## config.mk

```make
export PLATFORM = sky130hd
export DESIGN_NAME = thermostat_heater_controller
export DESIGN_NICKNAME = d
export VERILOG_FILES = /design/src/sv/thc_pkg.sv /design/src/sv/thermostat_heater_controller.sv /design/src/sv/thc_cfg.sv /design/src/sv/thc_step.sv
export SDC_FILE = /design/constraint.sdc
export NUM_CORES = 1
export LEC_CHECK = 0
export BUFFER_PORTS_ARGS = -buffer_cell sky130_fd_sc_hd__buf_2
export CAP_MARGIN = 20
export CORE_ASPECT_RATIO = 1.5
export CORE_MARGIN = 8
export CORE_UTILIZATION = 45
export CTS_BUF_LIST = sky130_fd_sc_hd__clkbuf_16
export DETAILED_ROUTE_END_ITERATION = 8
export HOLD_SLACK_MARGIN = 0.15
export PLACE_DENSITY = 0.68
export SLEW_MARGIN = 10
export SYNTH_ARGS = -nofsm -noshare
export SYNTH_HDL_FRONTEND = slang
export SYNTH_SLANG_ARGS = --single-unit
```

## constraint.sdc

```tcl
create_clock -name clk -period 12.3 [get_ports clk]
set_input_delay 3.69 -clock clk [delete_from_list [all_inputs] [get_ports clk]]
set_output_delay 3.69 -clock clk [all_outputs]
set_load 0.1 [all_outputs]
```

## src/sv/thc_pkg.sv

```systemverilog
// thc_pkg: shared types, codes and constants for the thermostat heater controller.
// No dependencies; used by thc_cfg, thc_step and thermostat_heater_controller.
package thc_pkg;

  // Event codes carried by req_type
  typedef enum logic [1:0] {
    REQ_TICK  = 2'd0,
    REQ_UP    = 2'd1,
    REQ_DOWN  = 2'd2,
    REQ_POWER = 2'd3
  } req_t;

  // Register indexes (byte address = 4 * index)
  typedef enum logic [2:0] {
    REG_SETPOINT_MIN    = 3'd0,
    REG_SETPOINT_MAX    = 3'd1,
    REG_BAND            = 3'd2,
    REG_SAMPLE_PERIOD   = 3'd3,
    REG_SETTING_TIMEOUT = 3'd4,
    REG_BLINK_PERIOD    = 3'd5,
    REG_IDLE_OFF        = 3'd6
  } reg_idx_t;

  localparam int ADDR_W  = 5;
  localparam int DATA_W  = 32;
  localparam int ADC_W   = 10;
  localparam int ADC_BITS = 10;
  localparam int TEMP_W  = 8;
  localparam int SP_W    = 7;
  localparam int BAND_W  = 5;
  localparam int TICK8_W = 8;
  localparam int TICK16_W = 16;

  localparam int AVG_COUNT_DEF = 10;
  localparam int RECIP_SHIFT   = 16;
  localparam int RECIP_W       = RECIP_SHIFT + 1;

  localparam logic [SP_W-1:0] SETPOINT_RESET = SP_W'(60);
  localparam logic [SP_W-1:0] SETPOINT_STEP  = SP_W'(5);
  localparam logic [SP_W-1:0] DISP_MAX       = SP_W'(99);

  localparam logic [SP_W-1:0]     SETPOINT_MIN_RST    = SP_W'(35);
  localparam logic [SP_W-1:0]     SETPOINT_MAX_RST    = SP_W'(75);
  localparam logic [BAND_W-1:0]   BAND_RST            = BAND_W'(5);
  localparam logic [TICK8_W-1:0]  SAMPLE_PERIOD_RST   = TICK8_W'(25);
  localparam logic [TICK16_W-1:0] SETTING_TIMEOUT_RST = TICK16_W'(1250);
  localparam logic [TICK8_W-1:0]  BLINK_PERIOD_RST    = TICK8_W'(125);
  localparam logic [TICK16_W-1:0] IDLE_OFF_RST        = TICK16_W'(60000);

  typedef struct packed {
    logic [SP_W-1:0]     setpoint_min;
    logic [SP_W-1:0]     setpoint_max;
    logic [BAND_W-1:0]   band;
    logic [TICK8_W-1:0]  sample_period;
    logic [TICK16_W-1:0] setting_timeout;
    logic [TICK8_W-1:0]  blink_period;
    logic [TICK16_W-1:0] idle_off;
  } cfg_t;

  // Controller state, apart from the averaging accumulator
  typedef struct packed {
    logic                power_on;
    logic                setting_active;
    logic [SP_W-1:0]     setpoint;
    logic [TEMP_W-1:0]   tank_temp;
    logic [TICK8_W-1:0]  sample_ticks;
    logic [TICK16_W-1:0] setting_ticks;
    logic [TICK8_W-1:0]  blink_ticks;
    logic                blink_phase;
    logic                heating;
    logic                cooling;
    logic                reached;
    logic [TICK16_W-1:0] reached_ticks;
    logic                heat_led_state;
  } st_t;

  typedef struct packed {
    logic            heater_en;
    logic            cooler_on;
    logic            power_led;
    logic            heat_led;
    logic [SP_W-1:0] display_value;
    logic            display_blank;
  } res_t;

endpackage

```

## src/sv/thermostat_heater_controller.sv

```systemverilog
// thermostat_heater_controller: top level of the bang-bang thermostat with hysteresis.
// Depends on thc_pkg, thc_cfg and thc_step.
//
// One event beat in, one result beat out. Each beat carries a timer tick or an
// up/down/power button press together with a raw converter sample; the result
// gives the heater and cooler drives, the power and element LEDs and the
// two-digit display. While in_stall is low the block takes a new beat every clock
// cycle: a beat sits in an input register, the whole control step for it is
// evaluated in one pass of logic (the divide by AVG_COUNT is a constant reciprocal
// multiply), and the result lands in an output register, so throughput is one
// beat per cycle while out_stall is low. A held result (out_stall high)
// stops the step and the input register, and in_stall rises only once the input
// register is also full. There is no clearing pass after reset. Configuration
// registers sit on the APB-style cfg_ port at byte addresses 4*i and should be
// written only while no beat is in flight.
module thermostat_heater_controller #(
  parameter int AVG_COUNT = thc_pkg::AVG_COUNT_DEF
) (
  input  logic                        clk,
  input  logic                        rst_n,
  // event channel
  input  logic                        in_valid,
  output logic                        in_stall,
  input  logic [1:0]                  in_req_type,
  input  logic [thc_pkg::ADC_W-1:0]   in_adc_sample,
  // result channel
  output logic                        out_valid,
  input  logic                        out_stall,
  output logic                        out_heater_en,
  output logic                        out_cooler_on,
  output logic                        out_power_led,
  output logic                        out_heat_led,
  output logic [thc_pkg::SP_W-1:0]    out_display_value,
  output logic                        out_display_blank,
  // configuration
  input  logic                        cfg_psel,
  input  logic                        cfg_penable,
  input  logic                        cfg_pwrite,
  input  logic [thc_pkg::ADDR_W-1:0]  cfg_paddr,
  input  logic [thc_pkg::DATA_W-1:0]  cfg_pwdata,
  output logic [thc_pkg::DATA_W-1:0]  cfg_prdata,
  output logic                        cfg_pready
);

  localparam int SUM_W = $clog2(AVG_COUNT * 255 + 1);
  localparam int CNT_W = $clog2(AVG_COUNT + 1);

  thc_pkg::cfg_t cfg;

  // input register
  logic                       s1_valid_r;
  logic [1:0]                 s1_req_r;
  logic [thc_pkg::ADC_W-1:0]  s1_adc_r;

  // controller state
  thc_pkg::st_t     st_r, st_nxt;
  logic [SUM_W-1:0] sum_r, sum_nxt;
  logic [CNT_W-1:0] cnt_r, cnt_nxt;

  // result register
  logic             out_valid_r;
  thc_pkg::res_t    res_r, res_nxt;

  logic move;     // result register free to load this cycle
  logic fire;     // beat in the input register is being processed
  logic in_acc;

  assign move     = !out_valid_r || !out_stall;
  assign fire     = s1_valid_r && move;
  assign in_stall = s1_valid_r && !move;
  assign in_acc   = in_valid && !in_stall;

  thc_cfg u_cfg (
    .clk     (clk),
    .rst_n   (rst_n),
    .psel    (cfg_psel),
    .penable (cfg_penable),
    .pwrite  (cfg_pwrite),
    .paddr   (cfg_paddr),
    .pwdata  (cfg_pwdata),
    .prdata  (cfg_prdata),
    .pready  (cfg_pready),
    .cfg     (cfg)
  );

  thc_step #(
    .AVG_COUNT (AVG_COUNT),
    .SUM_W     (SUM_W),
    .CNT_W     (CNT_W)
  ) u_step (
    .req_type   (s1_req_r),
    .adc_sample (s1_adc_r),
    .cfg        (cfg),
    .st         (st_r),
    .sum        (sum_r),
    .cnt        (cnt_r),
    .st_nxt     (st_nxt),
    .sum_nxt    (sum_nxt),
    .cnt_nxt    (cnt_nxt),
    .res        (res_nxt)
  );

  // input register: loads whenever a beat is accepted
  always_ff @(posedge clk) begin
    if (!rst_n) begin
      s1_valid_r <= 1'b0;
    end else if (in_acc) begin
      s1_valid_r <= 1'b1;
    end else if (move) begin
      s1_valid_r <= 1'b0;
    end
  end

  always_ff @(posedge clk) begin
    if (in_acc) begin
      s1_req_r <= in_req_type;
      s1_adc_r <= in_adc_sample;
    end
  end

  // controller state advances once per processed beat
  always_ff @(posedge clk) begin
    if (!rst_n) begin
      st_r.power_on       <= 1'b0;
      st_r.setting_active <= 1'b0;
      st_r.setpoint       <= thc_pkg::SETPOINT_RESET;
      st_r.tank_temp      <= '0;
      st_r.sample_ticks   <= '0;
      st_r.setting_ticks  <= '0;
      st_r.blink_ticks    <= '0;
      st_r.blink_phase    <= 1'b0;
      st_r.heating        <= 1'b0;
      st_r.cooling        <= 1'b0;
      st_r.reached        <= 1'b0;
      st_r.reached_ticks  <= '0;
      st_r.heat_led_state <= 1'b0;
      sum_r               <= '0;
      cnt_r               <= '0;
    end else if (fire) begin
      st_r  <= st_nxt;
      sum_r <= sum_nxt;
      cnt_r <= cnt_nxt;
    end
  end

  // result register
  always_ff @(posedge clk) begin
    if (!rst_n) begin
      out_valid_r <= 1'b0;
    end else if (move) begin
      out_valid_r <= s1_valid_r;
    end
  end

  always_ff @(posedge clk) begin
    if (fire) begin
      res_r <= res_nxt;
    end
  end

  assign out_valid         = out_valid_r;
  assign out_heater_en     = res_r.heater_en;
  assign out_cooler_on     = res_r.cooler_on;
  assign out_power_led     = res_r.power_led;
  assign out_heat_led      = res_r.heat_led;
  assign out_display_value = res_r.display_value;
  assign out_display_blank = res_r.display_blank;

  // heater and cooler are never driven together
  a_drive_excl: assert property (@(posedge clk) disable iff (!rst_n)
    out_valid_r |-> !(res_r.heater_en && res_r.cooler_on))
    else $error("heater and cooler both on");

  // unit off means both elements and the element LED are off
  a_off_quiet: assert property (@(posedge clk) disable iff (!rst_n)
    (out_valid_r && !res_r.power_led) |->
      (!res_r.heater_en && !res_r.cooler_on && !res_r.heat_led))
    else $error("element active while powered off");

  // setting mode only exists while powered off
  a_mode_excl: assert property (@(posedge clk) disable iff (!rst_n)
    !(st_r.setting_active && st_r.power_on))
    else $error("setting mode while powered on");

  // a processed beat always produces a valid result next cycle
  a_fire_out: assert property (@(posedge clk) disable iff (!rst_n)
    fire |=> out_valid_r)
    else $error("processed beat produced no result");

endmodule

```

## src/sv/thc_cfg.sv

```systemverilog
// thc_cfg: APB-style register file for the thermostat limits and timers.
// Depends on thc_pkg.
module thc_cfg (
  input  logic                         clk,
  input  logic                         rst_n,
  input  logic                         psel,
  input  logic                         penable,
  input  logic                         pwrite,
  input  logic [thc_pkg::ADDR_W-1:0]   paddr,
  input  logic [thc_pkg::DATA_W-1:0]   pwdata,
  output logic [thc_pkg::DATA_W-1:0]   prdata,
  output logic                         pready,
  output thc_pkg::cfg_t                cfg
);

  thc_pkg::cfg_t cfg_r;
  logic          wr_en;
  logic [2:0]    idx;

  assign pready = 1'b1;
  assign wr_en  = psel & penable & pwrite;
  assign idx    = paddr[thc_pkg::ADDR_W-1:2];
  assign cfg    = cfg_r;

  always_ff @(posedge clk) begin
    if (!rst_n) begin
      cfg_r.setpoint_min    <= thc_pkg::SETPOINT_MIN_RST;
      cfg_r.setpoint_max    <= thc_pkg::SETPOINT_MAX_RST;
      cfg_r.band            <= thc_pkg::BAND_RST;
      cfg_r.sample_period   <= thc_pkg::SAMPLE_PERIOD_RST;
      cfg_r.setting_timeout <= thc_pkg::SETTING_TIMEOUT_RST;
      cfg_r.blink_period    <= thc_pkg::BLINK_PERIOD_RST;
      cfg_r.idle_off        <= thc_pkg::IDLE_OFF_RST;
    end else if (wr_en) begin
      case (thc_pkg::reg_idx_t'(idx))
        thc_pkg::REG_SETPOINT_MIN:    cfg_r.setpoint_min    <= pwdata[thc_pkg::SP_W-1:0];
        thc_pkg::REG_SETPOINT_MAX:    cfg_r.setpoint_max    <= pwdata[thc_pkg::SP_W-1:0];
        thc_pkg::REG_BAND:            cfg_r.band            <= pwdata[thc_pkg::BAND_W-1:0];
        thc_pkg::REG_SAMPLE_PERIOD:   cfg_r.sample_period   <= pwdata[thc_pkg::TICK8_W-1:0];
        thc_pkg::REG_SETTING_TIMEOUT: cfg_r.setting_timeout <= pwdata[thc_pkg::TICK16_W-1:0];
        thc_pkg::REG_BLINK_PERIOD:    cfg_r.blink_period    <= pwdata[thc_pkg::TICK8_W-1:0];
        thc_pkg::REG_IDLE_OFF:        cfg_r.idle_off        <= pwdata[thc_pkg::TICK16_W-1:0];
        default: ;
      endcase
    end
  end

  always_comb begin
    case (thc_pkg::reg_idx_t'(idx))
      thc_pkg::REG_SETPOINT_MIN:    prdata = thc_pkg::DATA_W'(cfg_r.setpoint_min);
      thc_pkg::REG_SETPOINT_MAX:    prdata = thc_pkg::DATA_W'(cfg_r.setpoint_max);
      thc_pkg::REG_BAND:            prdata = thc_pkg::DATA_W'(cfg_r.band);
      thc_pkg::REG_SAMPLE_PERIOD:   prdata = thc_pkg::DATA_W'(cfg_r.sample_period);
      thc_pkg::REG_SETTING_TIMEOUT: prdata = thc_pkg::DATA_W'(cfg_r.setting_timeout);
      thc_pkg::REG_BLINK_PERIOD:    prdata = thc_pkg::DATA_W'(cfg_r.blink_period);
      thc_pkg::REG_IDLE_OFF:        prdata = thc_pkg::DATA_W'(cfg_r.idle_off);
      default:                      prdata = '0;
    endcase
  end

endmodule

```

## src/sv/thc_step.sv

```systemverilog
// thc_step: single-pass next-state and result logic for one event beat.
// Depends on thc_pkg. Purely combinational.
module thc_step #(
  parameter int AVG_COUNT = thc_pkg::AVG_COUNT_DEF,
  parameter int SUM_W     = $clog2(AVG_COUNT * 255 + 1),
  parameter int CNT_W     = $clog2(AVG_COUNT + 1)
) (
  input  logic [1:0]                 req_type,
  input  logic [thc_pkg::ADC_W-1:0]  adc_sample,
  input  thc_pkg::cfg_t              cfg,
  input  thc_pkg::st_t               st,
  input  logic [SUM_W-1:0]           sum,
  input  logic [CNT_W-1:0]           cnt,
  output thc_pkg::st_t               st_nxt,
  output logic [SUM_W-1:0]           sum_nxt,
  output logic [CNT_W-1:0]           cnt_nxt,
  output thc_pkg::res_t              res
);

  // Exact divide by AVG_COUNT for sums below 2^12 via a rounded-up reciprocal
  localparam int RECIP  = ((1 << thc_pkg::RECIP_SHIFT) + AVG_COUNT - 1) / AVG_COUNT;
  localparam int PROD_W = SUM_W + thc_pkg::RECIP_W;
  localparam logic [thc_pkg::ADC_W-1:0] ADC_MASK =
    (thc_pkg::ADC_BITS >= thc_pkg::ADC_W) ? {thc_pkg::ADC_W{1'b1}} :
    thc_pkg::ADC_W'((1 << thc_pkg::ADC_BITS) - 1);

  logic [thc_pkg::ADC_W-1:0]  adc_m;
  logic [thc_pkg::TEMP_W-1:0] temp;
  logic [PROD_W-1:0]          prod;

  assign adc_m = adc_sample & ADC_MASK;
  assign temp  = adc_m[thc_pkg::ADC_W-1:2];

  always_comb begin
    thc_pkg::st_t             s;
    logic [SUM_W-1:0]         sm;
    logic [CNT_W-1:0]         cn;
    logic                     tick;
    logic [thc_pkg::TEMP_W:0] hi;
    logic [thc_pkg::TEMP_W:0] t_pb;
    logic [thc_pkg::TEMP_W:0] sp_ext;
    logic [thc_pkg::TEMP_W:0] t_ext;
    logic [thc_pkg::SP_W:0]   sp_up;
    logic [thc_pkg::SP_W:0]   min_up;
    logic [thc_pkg::SP_W-1:0] disp;
    logic [thc_pkg::TEMP_W-1:0] dtemp;

    s    = st;
    sm   = sum;
    cn   = cnt;
    prod = '0;
    tick = (thc_pkg::req_t'(req_type) == thc_pkg::REQ_TICK) &&
           (st.power_on || st.setting_active);

    // tick timers, all saturating
    if (tick) begin
      if (s.sample_ticks != '1) s.sample_ticks = s.sample_ticks + 1'b1;
      if (s.setting_active) begin
        if (s.setting_ticks != '1) s.setting_ticks = s.setting_ticks + 1'b1;
        if (s.blink_ticks != '1)   s.blink_ticks   = s.blink_ticks + 1'b1;
      end else if (s.power_on) begin
        if (s.heating) begin
          if (s.blink_ticks != '1) s.blink_ticks = s.blink_ticks + 1'b1;
        end else if (s.reached) begin
          if (s.reached_ticks != '1) s.reached_ticks = s.reached_ticks + 1'b1;
        end
      end
    end

    // buttons while off: enter setting mode, then step setpoint
    sp_up  = {1'b0, s.setpoint} + {1'b0, thc_pkg::SETPOINT_STEP};
    min_up = {1'b0, cfg.setpoint_min} + {1'b0, thc_pkg::SETPOINT_STEP};
    if (!s.power_on) begin
      s.tank_temp = temp;
      if ((thc_pkg::req_t'(req_type) == thc_pkg::REQ_UP) ||
          (thc_pkg::req_t'(req_type) == thc_pkg::REQ_DOWN)) begin
        if (!s.setting_active) begin
          s.setting_active = 1'b1;
        end else if (thc_pkg::req_t'(req_type) == thc_pkg::REQ_UP) begin
          if (sp_up <= {1'b0, cfg.setpoint_max}) s.setpoint = sp_up[thc_pkg::SP_W-1:0];
        end else begin
          if ({1'b0, s.setpoint} >= min_up)
            s.setpoint = s.setpoint - thc_pkg::SETPOINT_STEP;
        end
        s.setting_ticks = '0;
      end
    end

    if (thc_pkg::req_t'(req_type) == thc_pkg::REQ_POWER) begin
      if (s.power_on) begin
        s.power_on = 1'b0;
      end else begin
        s.power_on       = 1'b1;
        s.setting_active = 1'b0;
        s.setting_ticks  = '0;
      end
    end

    // sample averaging
    if (s.sample_ticks >= cfg.sample_period) begin
      sm = sm + SUM_W'(temp);
      cn = cn + 1'b1;
      if (cn >= CNT_W'(AVG_COUNT)) begin
        prod = PROD_W'(sm) * PROD_W'(RECIP);
        // average of 8-bit samples never exceeds 255
        s.tank_temp = prod[thc_pkg::RECIP_SHIFT +: thc_pkg::TEMP_W];
        sm = '0;
        cn = '0;
      end
      s.sample_ticks = '0;
    end

    if (s.setting_active && (s.setting_ticks >= cfg.setting_timeout)) begin
      s.setting_active = 1'b0;
      s.power_on       = 1'b1;
      s.setting_ticks  = '0;
    end

    if (s.blink_ticks >= cfg.blink_period) begin
      if (s.setting_active)             s.blink_phase    = ~s.blink_phase;
      else if (s.heating && s.power_on) s.heat_led_state = ~s.heat_led_state;
      s.blink_ticks = '0;
    end
    if (s.cooling && s.power_on) s.heat_led_state = 1'b1;

    if ((s.reached_ticks >= cfg.idle_off) && s.power_on && s.reached) begin
      s.power_on      = 1'b0;
      s.reached_ticks = '0;
    end

    // hysteresis control; lo comparisons done as t + band against setpoint
    t_ext  = {1'b0, s.tank_temp};
    sp_ext = {2'b0, s.setpoint};
    hi     = sp_ext + {4'b0, cfg.band};
    t_pb   = t_ext + {4'b0, cfg.band};
    if (s.power_on) begin
      if ((t_ext < hi) && (t_pb > sp_ext) && !s.cooling && !s.heating && !s.reached) begin
        s.reached       = 1'b1;
        s.reached_ticks = '0;
      end else if ((s.heating && (t_ext >= hi)) || (s.cooling && (t_pb <= sp_ext))) begin
        s.heat_led_state = 1'b0;
        s.heating        = 1'b0;
        s.cooling        = 1'b0;
        s.reached        = 1'b1;
        s.reached_ticks  = '0;
      end else if (t_pb < sp_ext) begin
        s.heating       = 1'b1;
        s.cooling       = 1'b0;
        s.reached_ticks = '0;
      end else if (t_ext > hi) begin
        s.cooling       = 1'b1;
        s.heating       = 1'b0;
        s.reached_ticks = '0;
      end
    end else begin
      s.heating        = 1'b0;
      s.cooling        = 1'b0;
      s.reached        = 1'b0;
      s.heat_led_state = 1'b0;
    end

    // display
    dtemp = (s.tank_temp > thc_pkg::TEMP_W'(thc_pkg::DISP_MAX)) ?
            thc_pkg::TEMP_W'(thc_pkg::DISP_MAX) : s.tank_temp;
    if (s.power_on && !s.setting_active) begin
      disp = dtemp[thc_pkg::SP_W-1:0];
    end else begin
      disp = (s.setpoint > thc_pkg::DISP_MAX) ? thc_pkg::DISP_MAX : s.setpoint;
    end

    res.heater_en     = s.heating;
    res.cooler_on     = s.cooling;
    res.power_led     = s.power_on;
    res.heat_led      = s.heat_led_state;
    res.display_value = disp;
    res.display_blank = s.setting_active & s.blink_phase;

    st_nxt  = s;
    sum_nxt = sm;
    cnt_nxt = cn;
  end

endmodule

```

==> run summary, run 1 <==
• Logic pwr share: 30.4%
• ratio of routed vias to standard cells: 5.59
• diode insertion count for antenna repair: 0
• cell area after placement: 0.0152 mm^2
• Peak Freq: 0.0918 GHz
• path type of the worst setup path: flip-flop to flip-flop
• result of the run: finished clean
• dominant delay contributor by cell family on the critical path: compound AO/OA/AOI/OAI gates
• Yosys top cell by area: sky130_fd_sc_hd__dfxtp_1
• PostCTS Resize Cnt: 0
• total routing resource utilization after global routing: 19.5%
• pin count of the biggest net entering global routing: 85
• Iter 0 DRT Violations: 682
• per-cell routed wire length: 17.1 um
• count of final setup violators: 0
• deepest level of the CTS H-tree: 4
• number of cells on the worst reg-to-reg path: 38
• number of cells in the design after placement: 2,166
• CTS buffer count: 17
• TritonCTS clock tree: done
• Max Fanout on Critical Path: 9
• remaining number of nets flagged by the antenna check after routing: 0
• sequential area share after synthesis: 25.6%
• primary flip-flop cell chosen by synthesis mapping: sky130_fd_sc_hd__dfxtp_1
• worst min path class: flip-flop to flip-flop
• total congestion overflow after global routing: 0
• Cell Count, Final, Fillers Out: 2,199
• most common cell in the synthesized netlist: sky130_fd_sc_hd__nand2_1
• share of the clock period used by the worst path after layout: 88.6%
• part of the power in registers: 35.6%
• total non-filler cell area in the finished layout: 0.0159 mm^2
• power density over the cells: 108 mW/mm^2
• number of max-capacitance violations reported: 0
• post-detail-place hpwl: 29.7 mm
• DIE AREA: 0.0388 mm^2
• max-slew headroom at the worst pin: 33.0%
• Yosys cell types: 81
• clk_skew: 0.0115 ns
• total wire length after detailed routing: 37.6 mm
• count of buffers inserted at the top-level ports: 65
• critical-path cell with the highest stage delay: sky130_fd_sc_hd__fa_1
• post-CTS setup repair buffer count: 0
• maximum number of buffers from clock root to sink: 2
• Post-Syn Area: 0.0147 mm^2
• average instance area after synthesis: 8.39 um^2
• cell types with the largest area share after synthesis: sky130_fd_sc_hd__dfxtp_1, sky130_fd_sc_hd__ha_1, sky130_fd_sc_hd__nand2_1
• required time at the endpoint of the critical path: 12.70 ns
• post-layout net count: 2,052
• area added between synthesis and finish: 8.00%
• summed negative setup slack over all endpoints: 0 ns
• later-pin clock latency in the skew report: 0.46 ns
• area of the core: 0.0324 mm^2
• switching power as a share of total power: 36.3%
• Clock Pin Slew Worst Setup and Hold Paths: 0.07 ns
• initial antenna violation count: 0
• Hold Buf Count CTS: 0
• Die Height: 237 um
• relative contribution of the clock network to total power: 34.0%
• total power after layout: 1710 uW
• static leakage: 0.00690 uW
• maximum vdd ir drop: 94.4 uV
• top cell type's share of synthesized area: 21.1%
• RSZ-0062 raised after global routing: false
• initial standard-cell utilization of the core: 45.3%
• cell depth of the worst min-delay path: 2
• critical path's largest stage delay: 0.55 ns
• Syn Inst Count: 1,750
• Post-route DRC: 0
• #FFs+latches synth: 177
• net switching power of the design: 619 uW
• number of sinks on the clock net: 177
• transition time at the pin with the least slew margin: 0.994 ns
• buffer type at the clock tree root: sky130_fd_sc_hd__clkbuf_16
• GPL Wtd Cong: 0.887
• top cells by count, synth: sky130_fd_sc_hd__nand2_1, sky130_fd_sc_hd__ha_1, sky130_fd_sc_hd__inv_1
• critical path depth: 38
• Chip Width: 164 um
• ratio of cells with drive above 1 in the final layout: 8.58%
• internal power: 1090 uW
• number of vias in the routed layout: 12,300
• nature of the critical path endpoint: flip-flop
• data arrival time of the worst path: 11.29 ns
• share of flip-flops with an asynchronous set or reset: 0%
• vias in the first global route: 12,200
• first-pass GRT wire length: 60.9 mm
• Syn. warnings: 0
• number of flops mapped to enable cells by yosys: 22
• buffers and inverters on the worst path: 3
• total number of placement rows: 81
• final number of max-transition violations: 0
• time the final worst path needs with I/O delays and setup: 10.89 ns
• I/O Pins: 103
• number of iterations in the first detailed-routing pass: 5
• final number of hold-violating endpoints: 0
• Worst setup SP type: flip-flop
## per-stage QoR
stage / hold slack, ns / util [%] / setup slack (ns)
6_report: 0.474 / 48.9 / 1.41
5_1_grt: 0.506 / 48.9 / 0.918
4_1_cts: 0.475 / 48.9 / 1.50
2_1_floorplan: 0.443 / - / 1.85
3_3_place_gp: 0.453 / 47.0 / 1.69
3_5_place_dp: 0.465 / 47.0 / 1.60
## path summary, 6_finish.rpt
| kind | slack (ns) | endpoint | startpoint |
|---|---|---|---|
| worst max-delay path | 1.41 | st_r[14] | s1_adc_r[2] |
| worst max register to register | 1.41 | st_r[14] | s1_adc_r[2] |
| worst min register to register | 0.47 | sum_r[0] | sum_r[0] |
| worst min-delay path | 0.47 | sum_r[0] | sum_r[0] |
## state kept, by name (all words and copies together) (netlist names)
| signal | count |
|---|---|
| out_heat_led | 1 |
| out_valid | 1 |
| s1_req_r | 2 |
| u_cfg.cfg | 67 |
| out_cooler_on | 1 |
| out_power_led | 1 |
| out_heater_en | 1 |
| s1_adc_r | 8 |
| out_display_value | 7 |
| cnt_r | 4 |
| sum_r | 12 |
| s1_valid_r | 1 |
| out_display_blank | 1 |
| st_r | 70 |
## tightest hold or removal path, cell delays in order, from the launching register on
cell	delay, ns
sky130_fd_sc_hd__dfxtp_1	0.32
sky130_fd_sc_hd__nand2_1	0.05
sky130_fd_sc_hd__a21boi_0	0.06
## power groups by stage
stage	combinational, uW	sequential, uW	clock, uW
after floorplan	393	636	0
after global placement	510	621	0
after detailed placement	519	621	0
after CTS	522	608	590
after global routing	579	609	611
final	519	608	580
## cells in the final DEF (no fill, tap or decap), types with 9 or more instances in the layout
master,synthesis,final
sky130_fd_sc_hd__a211oi_1,9,9
sky130_fd_sc_hd__a21boi_0,36,36
sky130_fd_sc_hd__a21o_1,14,14
sky130_fd_sc_hd__a21oi_1,85,85
sky130_fd_sc_hd__a22oi_1,30,30
sky130_fd_sc_hd__and2_1,16,16
sky130_fd_sc_hd__and3_1,18,18
sky130_fd_sc_hd__buf_2,1,64
sky130_fd_sc_hd__buf_4,17,11
sky130_fd_sc_hd__clkbuf_16,0,17
sky130_fd_sc_hd__conb_1,2,17
sky130_fd_sc_hd__dfxtp_1,155,155
sky130_fd_sc_hd__edfxtp_1,22,22
sky130_fd_sc_hd__fa_1,39,39
sky130_fd_sc_hd__ha_1,186,186
sky130_fd_sc_hd__inv_1,176,176
sky130_fd_sc_hd__mux2_2,10,10
sky130_fd_sc_hd__mux2i_1,49,49
sky130_fd_sc_hd__nand2_1,209,208
sky130_fd_sc_hd__nand3_1,50,50
sky130_fd_sc_hd__nand4_1,22,22
sky130_fd_sc_hd__nor2_1,89,89
sky130_fd_sc_hd__nor2b_1,69,69
sky130_fd_sc_hd__nor3_1,19,19
sky130_fd_sc_hd__o211ai_1,30,30
sky130_fd_sc_hd__o21a_1,14,14
sky130_fd_sc_hd__o21ai_0,69,69
sky130_fd_sc_hd__o21bai_1,11,11
sky130_fd_sc_hd__or3_1,9,9
sky130_fd_sc_hd__xnor2_1,61,61
sky130_fd_sc_hd__xor2_1,31,31
## layer usage
metal / track usage (%) / wire, um
met5: 0 / 0
met4: 10.1 / 1630
met3: 2.94 / 1450
met2: 34.7 / 19000
met1: 22.0 / 15500
## kinds of logic after synthesis
kind of cell,after synthesis,share of synthesized area (%)
simple gates,543,17.7
compound gates,382,17.6
buf+inv,264,7.35
fa+ha+maj,225,21.2
flops,177,25.6
xor+xnor,93,5.60
mux,64,4.87
other cells,2,0.0511
## final cells by class
type	instances	area (um^2)
Clock buffer	17	425
Inverter	176	661
Sequential cell	177	3760
Timing Repair Buffer	75	403
Multi-Input combinational cell	1324	9900
Tap cell	415	519
Clock inverter	15	188
Fill cell	3134	16600
No activity file was read; power rests on OpenSTA's default activity.
==> inputs of run 2 (changes only) <==
--- a/config.mk
+++ b/config.mk
@@ -7,7 +7,6 @@
 export LEC_CHECK = 0
 export BUFFER_PORTS_ARGS = -buffer_cell sky130_fd_sc_hd__buf_2
 export CAP_MARGIN = 20
-export CORE_ASPECT_RATIO = 1.5
 export CORE_MARGIN = 8
 export CORE_UTILIZATION = 45
 export CTS_BUF_LIST = sky130_fd_sc_hd__clkbuf_16
==> run summary, run 2 (synthesis gave the netlist of run 1 again) <==
• part of the power in registers: 36.0%
• first-pass GRT wire length: 61.2 mm
• final number of max-transition violations: 0
• terminus of the critical flop-to-flop path: st_r[2]
• commonest non-fill, non-tap cell in the layout: sky130_fd_sc_hd__nand2_1
• Clock Pin Slew Worst Setup and Hold Paths: 0.07 ns
• per-cell routed wire length: 16.8 um
• count of final setup violators: 0
• Hold Buf Count CTS: 0
• total congestion overflow after global routing: 0
• number of cells in the design after placement: 2,197
• count of fill cells added during filler insertion: 3,125
• maximum vdd ir drop: 99.3 uV
• most frequent cells in the layout: sky130_fd_sc_hd__nand2_1, sky130_fd_sc_hd__ha_1, sky130_fd_sc_hd__inv_1
• number of max-capacitance violations reported: 0
• cell depth of the worst min-delay path: 2
• static leakage: 0.00693 uW
• relative contribution of the clock network to total power: 32.8%
• CTS buffer count: 17
• WHS Endpoint: st_r[60]
• remaining number of nets flagged by the antenna check after routing: 0
• total routing resource utilization after global routing: 19.3%
• clk_skew: 0.0166 ns
• critical path's largest stage delay: 0.56 ns
• RSZ-0062 raised after global routing: false
• number of flip-flops under the largest register name: 70
• final number of hold-violating endpoints: 0
• diode insertion count for antenna repair: 0
• maximum number of buffers from clock root to sink: 2
• total number of placement rows: 66
• I/O Pins: 103
• time the final worst path needs with I/O delays and setup: 10.68 ns
• critical-path cell with the highest stage delay: sky130_fd_sc_hd__fa_1
• Peak Freq: 0.0936 GHz
• result of the run: finished clean
• summed negative setup slack over all endpoints: 0 ns
• number of sinks on the clock net: 177
• area added between synthesis and finish: 8.31%
• net switching power of the design: 610 uW
• max-slew headroom at the worst pin: 33.6%
• Max Fanout on Critical Path: 9
• path type of the worst setup path: flip-flop to flip-flop
• Post-route DRC: 0
• PostCTS Resize Cnt: 0
• initial standard-cell utilization of the core: 45.4%
• required time at the endpoint of the critical path: 12.68 ns
• vias in the first global route: 12,000
• power density over the cells: 106 mW/mm^2
• min-delay src: st_r[60]
• DIE AREA: 0.0387 mm^2
• core utilization of the finished layout: 49.1%
• post-layout net count: 2,058
• total power after layout: 1690 uW
• total wire length after detailed routing: 37.5 mm
• ratio of cells with drive above 1 in the final layout: 8.72%
• worst hold slack across all endpoints: 0.470 ns
• nature of the critical path endpoint: flip-flop
• deepest level of the CTS H-tree: 4
• post-CTS setup repair buffer count: 0
• worst min path class: flip-flop to flip-flop
• pin count of the biggest net entering global routing: 107
• Top reg by flops: st_r
• count of buffers inserted at the top-level ports: 65
• TritonCTS clock tree: done
• switching power as a share of total power: 36.0%
• area of the multi-input gates: 0.00990 mm^2
• later-pin clock latency in the skew report: 0.45 ns
• Iter 0 DRT Violations: 780
• GPL Wtd Cong: 0.891
• number of iterations in the first detailed-routing pass: 5
• RR Startpoint: s1_adc_r[2]
• initial antenna violation count: 1
• Worst setup SP type: flip-flop
• data arrival time of the worst path: 11.06 ns
• area of the core: 0.0324 mm^2
• ratio of routed vias to standard cells: 5.58
• register-to-register path setup slack: 1.62 ns
• number of vias in the routed layout: 12,500
• number of cells on the worst reg-to-reg path: 38
• Die Height: 197 um
• buffer type at the clock tree root: sky130_fd_sc_hd__clkbuf_16
• post-detail-place hpwl: 28.6 mm
• Chip Width: 197 um
• transition time at the pin with the least slew margin: 0.997 ns
• internal power: 1080 uW
• area occupied by registers: 0.00376 mm^2
• Logic pwr share: 31.3%
• Cell Count, Final, Fillers Out: 2,232
• share of the clock period used by the worst path after layout: 86.8%
## run 2: cell count changes in the layout (fill, tap and decap cells not counted), sizes merged
| cell | delta |
|---|---|
| clkinvlp | -1 |
| clkinv | -1 |
| buf | +6 |
| inv | +2 |
## run 2: power groups by stage
stage | clock [uW] | sequential (uW) | combinational (uW)
global placement | 0 | 621 | 511
finish | 554 | 608 | 529
global route | 584 | 609 | 591
CTS | 564 | 608 | 529
floorplan | 0 | 636 | 393
detailed placement | 0 | 621 | 524
## run 2: worst max path at each step
| stage | to | cells after the start | start |
|---|---|---|---|
| after floorplan | cfg_prdata[4] | 5 | cfg_paddr[2] |
| after global routing | st_r[7] | 44 | s1_adc_r[3] |
| after CTS | st_r[2] | 44 | s1_adc_r[3] |
| after global placement | st_r[14] | 38 | s1_adc_r[2] |
| final | st_r[2] | 38 | s1_adc_r[2] |
| after detailed placement | st_r[2] | 44 | s1_adc_r[3] |
## run 2: worst max-delay path: cells and delay by family (launching register included)
family / cells / cell delay [ns]
flops: 1 / 0.47
compound gates: 16 / 4.31
buf+inv: 3 / 0.25
mux: 2 / 0.43
simple gates: 4 / 0.31
xor+xnor: 3 / 0.61
fa+ha+maj: 10 / 4.21
## run 2: through the flow
| stage | setup slack, ns | area (um^2) |
|---|---|---|
| after floorplan | 1.85 | 14700 |
| after global placement | 1.94 | 15300 |
| after detailed placement | 1.70 | 15300 |
| after CTS | 1.63 | 15900 |
| after global routing | 0.752 | 15900 |
| final | 1.62 | 15900 |
## run 2: area by class of cell
| class | count | share of cell area (%) |
|---|---|---|
| Tap cell | 442 | 3.48 |
| Timing Repair Buffer | 81 | 2.82 |
| Clock inverter | 15 | 0.975 |
| Clock buffer | 17 | 2.67 |
| Sequential cell | 177 | 23.7 |
| Multi-Input combinational cell | 1324 | 62.2 |
| Inverter | 176 | 4.15 |
## run 2: per-layer routing
layer | vias to the layer above | GRT usage (%) | share of wire, %
li1 | 6109 | - | -
met1 | 5956 | 25.1 | 45
met2 | 331 | 31.7 | 46
met3 | 63 | 3.50 | 5.8
met4 | 2 | 7.22 | 2.9
met5 | - | 0 | 0.021
==> inputs of run 3 (changes only) <==
--- a/config.mk
+++ b/config.mk
@@ -5,14 +5,15 @@
 export SDC_FILE = /design/constraint.sdc
 export NUM_CORES = 1
 export LEC_CHECK = 0
+export ABC_CLOCK_PERIOD_IN_PS = 12300
 export BUFFER_PORTS_ARGS = -buffer_cell sky130_fd_sc_hd__buf_2
 export CAP_MARGIN = 20
 export CORE_MARGIN = 8
-export CORE_UTILIZATION = 45
+export CORE_UTILIZATION = 35
 export CTS_BUF_LIST = sky130_fd_sc_hd__clkbuf_16
 export DETAILED_ROUTE_END_ITERATION = 8
 export HOLD_SLACK_MARGIN = 0.15
-export PLACE_DENSITY = 0.68
+export PLACE_DENSITY = 0.57
 export SLEW_MARGIN = 10
 export SYNTH_ARGS = -nofsm -noshare
 export SYNTH_HDL_FRONTEND = slang
==> run summary, run 3 (synthesis gave the netlist of run 1 again) <==
• GPL Wtd Cong: 0.853
• summed negative setup slack over all endpoints: 0 ns
• initial standard-cell utilization of the core: 35.3%
• part of the power in registers: 36.0%
• terminus of the critical flop-to-flop path: st_r[16]
• count of buffers inserted at the top-level ports: 65
• transition time at the pin with the least slew margin: 0.981 ns
• switching power as a share of total power: 37.1%
• CTS buffer count: 17
• Cell Count, Final, Fillers Out: 2,327
• capturing element of the worst setup path: st_r[16]
• required time at the endpoint of the critical path: 12.70 ns
• post-layout net count: 2,056
• most frequent cells in the layout: sky130_fd_sc_hd__nand2_1, sky130_fd_sc_hd__ha_1, sky130_fd_sc_hd__inv_1
• Max Fanout on Critical Path: 9
• pin count of the biggest net entering global routing: 99
• final number of hold-violating endpoints: 0
• total wire length after detailed routing: 39.3 mm
• DIE AREA: 0.0488 mm^2
• Logic pwr share: 31.3%
• area of the core: 0.0417 mm^2
• Top reg by flops: st_r
• later-pin clock latency in the skew report: 0.46 ns
• result of the run: finished clean
• data arrival time of the worst path: 11.03 ns
• cell area after placement: 0.0154 mm^2
• worst min path class: flip-flop to flip-flop
• post-CTS setup repair buffer count: 0
• time the final worst path needs with I/O delays and setup: 10.63 ns
• share of the clock period used by the worst path after layout: 86.4%
• vias in the first global route: 11,900
• ratio of cells with drive above 1 in the final layout: 8.84%
• path type of the worst setup path: flip-flop to flip-flop
• total power after layout: 1690 uW
• total number of placement rows: 75
• number of vias in the routed layout: 12,300
• RR Startpoint: s1_adc_r[3]
• area added between synthesis and finish: 9.06%
• buffer type at the clock tree root: sky130_fd_sc_hd__clkbuf_16
• relative contribution of the clock network to total power: 32.7%
• buffers and inverters on the worst path: 6
• Post-route DRC: 0
• Iter 0 DRT Violations: 716
• register-to-register path setup slack: 1.67 ns
• initial antenna violation count: 1
• total congestion overflow after global routing: 0
• diode insertion count for antenna repair: 0
• net switching power of the design: 626 uW
• total non-filler cell area in the finished layout: 0.0160 mm^2
• count of final setup violators: 0
• Peak Freq: 0.0941 GHz
• first-pass GRT wire length: 64.1 mm
• Worst setup SP type: flip-flop
• count of fill cells added during filler insertion: 4,241
• power density over the cells: 105 mW/mm^2
• remaining number of nets flagged by the antenna check after routing: 0
• PostCTS Resize Cnt: 0
• Die Height: 221 um
• number of flip-flops under the largest register name: 70
• total routing resource utilization after global routing: 15.9%
• deepest level of the CTS H-tree: 4
• commonest non-fill, non-tap cell in the layout: sky130_fd_sc_hd__nand2_1
• dominant delay contributor by cell family on the critical path: compound AO/OA/AOI/OAI gates
• static leakage: 0.00690 uW
• RSZ-0062 raised after global routing: false
• per-cell routed wire length: 16.9 um
• TritonCTS clock tree: done
• Clock Pin Slew Worst Setup and Hold Paths: 0.07 ns
• worst hold slack across all endpoints: 0.468 ns
• critical path's largest stage delay: 0.57 ns
• post-detail-place hpwl: 30.2 mm
• routing usage on met3: 1.98%
• max-slew headroom at the worst pin: 34.6%
• maximum number of buffers from clock root to sink: 2
• number of sinks on the clock net: 177
• worst setup path startpoint: s1_adc_r[3]
• Chip Width: 221 um
• clk_skew: 0.0128 ns
• number of max-capacitance violations reported: 0
• number of iterations in the first detailed-routing pass: 5
• met2 Use GR: 26.4%
• met1 layer usage reported by global route: 21.2%
• I/O Pins: 103
• critical-path cell with the highest stage delay: sky130_fd_sc_hd__a41oi_1
• number of cells on the worst reg-to-reg path: 44
• number of cells in the design after placement: 2,294
• internal power: 1060 uW
• critical path depth: 44
• most used routing layer in global routing: met2
• nature of the critical path endpoint: flip-flop
• Hold Buf Count CTS: 0
• ratio of routed vias to standard cells: 5.27
• final number of max-transition violations: 0
• maximum vdd ir drop: 88.6 uV
[run 3: changes by cell type in the layout (fill, tap and decap cells not counted), moves of 2 or more]
cell                         before  now
sky130_fd_sc_hd__buf_4           17   14
sky130_fd_sc_hd__clkinvlp_4       0    2
sky130_fd_sc_hd__inv_1          179  176
sky130_fd_sc_hd__inv_6            6    3
sky130_fd_sc_hd__clkinv_4         1    6
[run 3: per-layer routing]
metal	vias to the layer above	part of all wire (%)
met4	2	1.9
met2	226	47
met3	47	3.1
li1	6104	-
met1	5882	48
met5	-	0.033
[run 3: how the worst min path moves through the flow]
stage,start,end,slack [ns],cells past startpoint
6_report,st_r[60],st_r[60],0.47,2
4_1_cts,st_r[60],st_r[60],0.47,2
3_5_place_dp,st_r[60],st_r[60],0.46,2
2_1_floorplan,st_r[53],st_r[53],0.44,2
5_1_grt,sum_r[0],sum_r[0],0.49,2
3_3_place_gp,st_r[53],st_r[53],0.45,2
[run 3: area by class of cell]
class,instances,area [um^2],area share [%]
repair buffers,79,437,2.73
well taps,539,674,4.21
multi-input cells,1324,9910,61.8
flip-flops and latches,177,3760,23.5
clock buffers,17,425,2.66
clock inverters,15,151,0.945
inverters,176,661,4.12
[run 3: power by group through the flow]
stage | clock network [uW] | registers, uW | logic [uW]
4_1_cts | 561 | 609 | 531
3_5_place_dp | 0 | 622 | 527
2_1_floorplan | 0 | 636 | 393
6_report | 552 | 608 | 528
3_3_place_gp | 0 | 622 | 520
5_1_grt | 582 | 610 | 591
[run 3: worst register-to-register path, delay by kind of cell, from the launching register on]
kind	cells	cell delay [ns]
XOR/XNOR	3	0.64
AND/OR/NAND/NOR	7	0.81
flip-flops	1	0.49
adder cells (fa/ha/maj)	9	3.36
buffers and inverters	6	0.61
multiplexers	1	0.12
AO/OA/AOI/OAI	18	4.60
[run 3: per-stage QoR]
step	util (%)	setup WS, ns
final	38.4	1.67
after global routing	38.4	0.818
after CTS	38.4	1.66
after detailed placement	37.0	1.73
after global placement	37.0	1.94
after floorplan	-	1.85
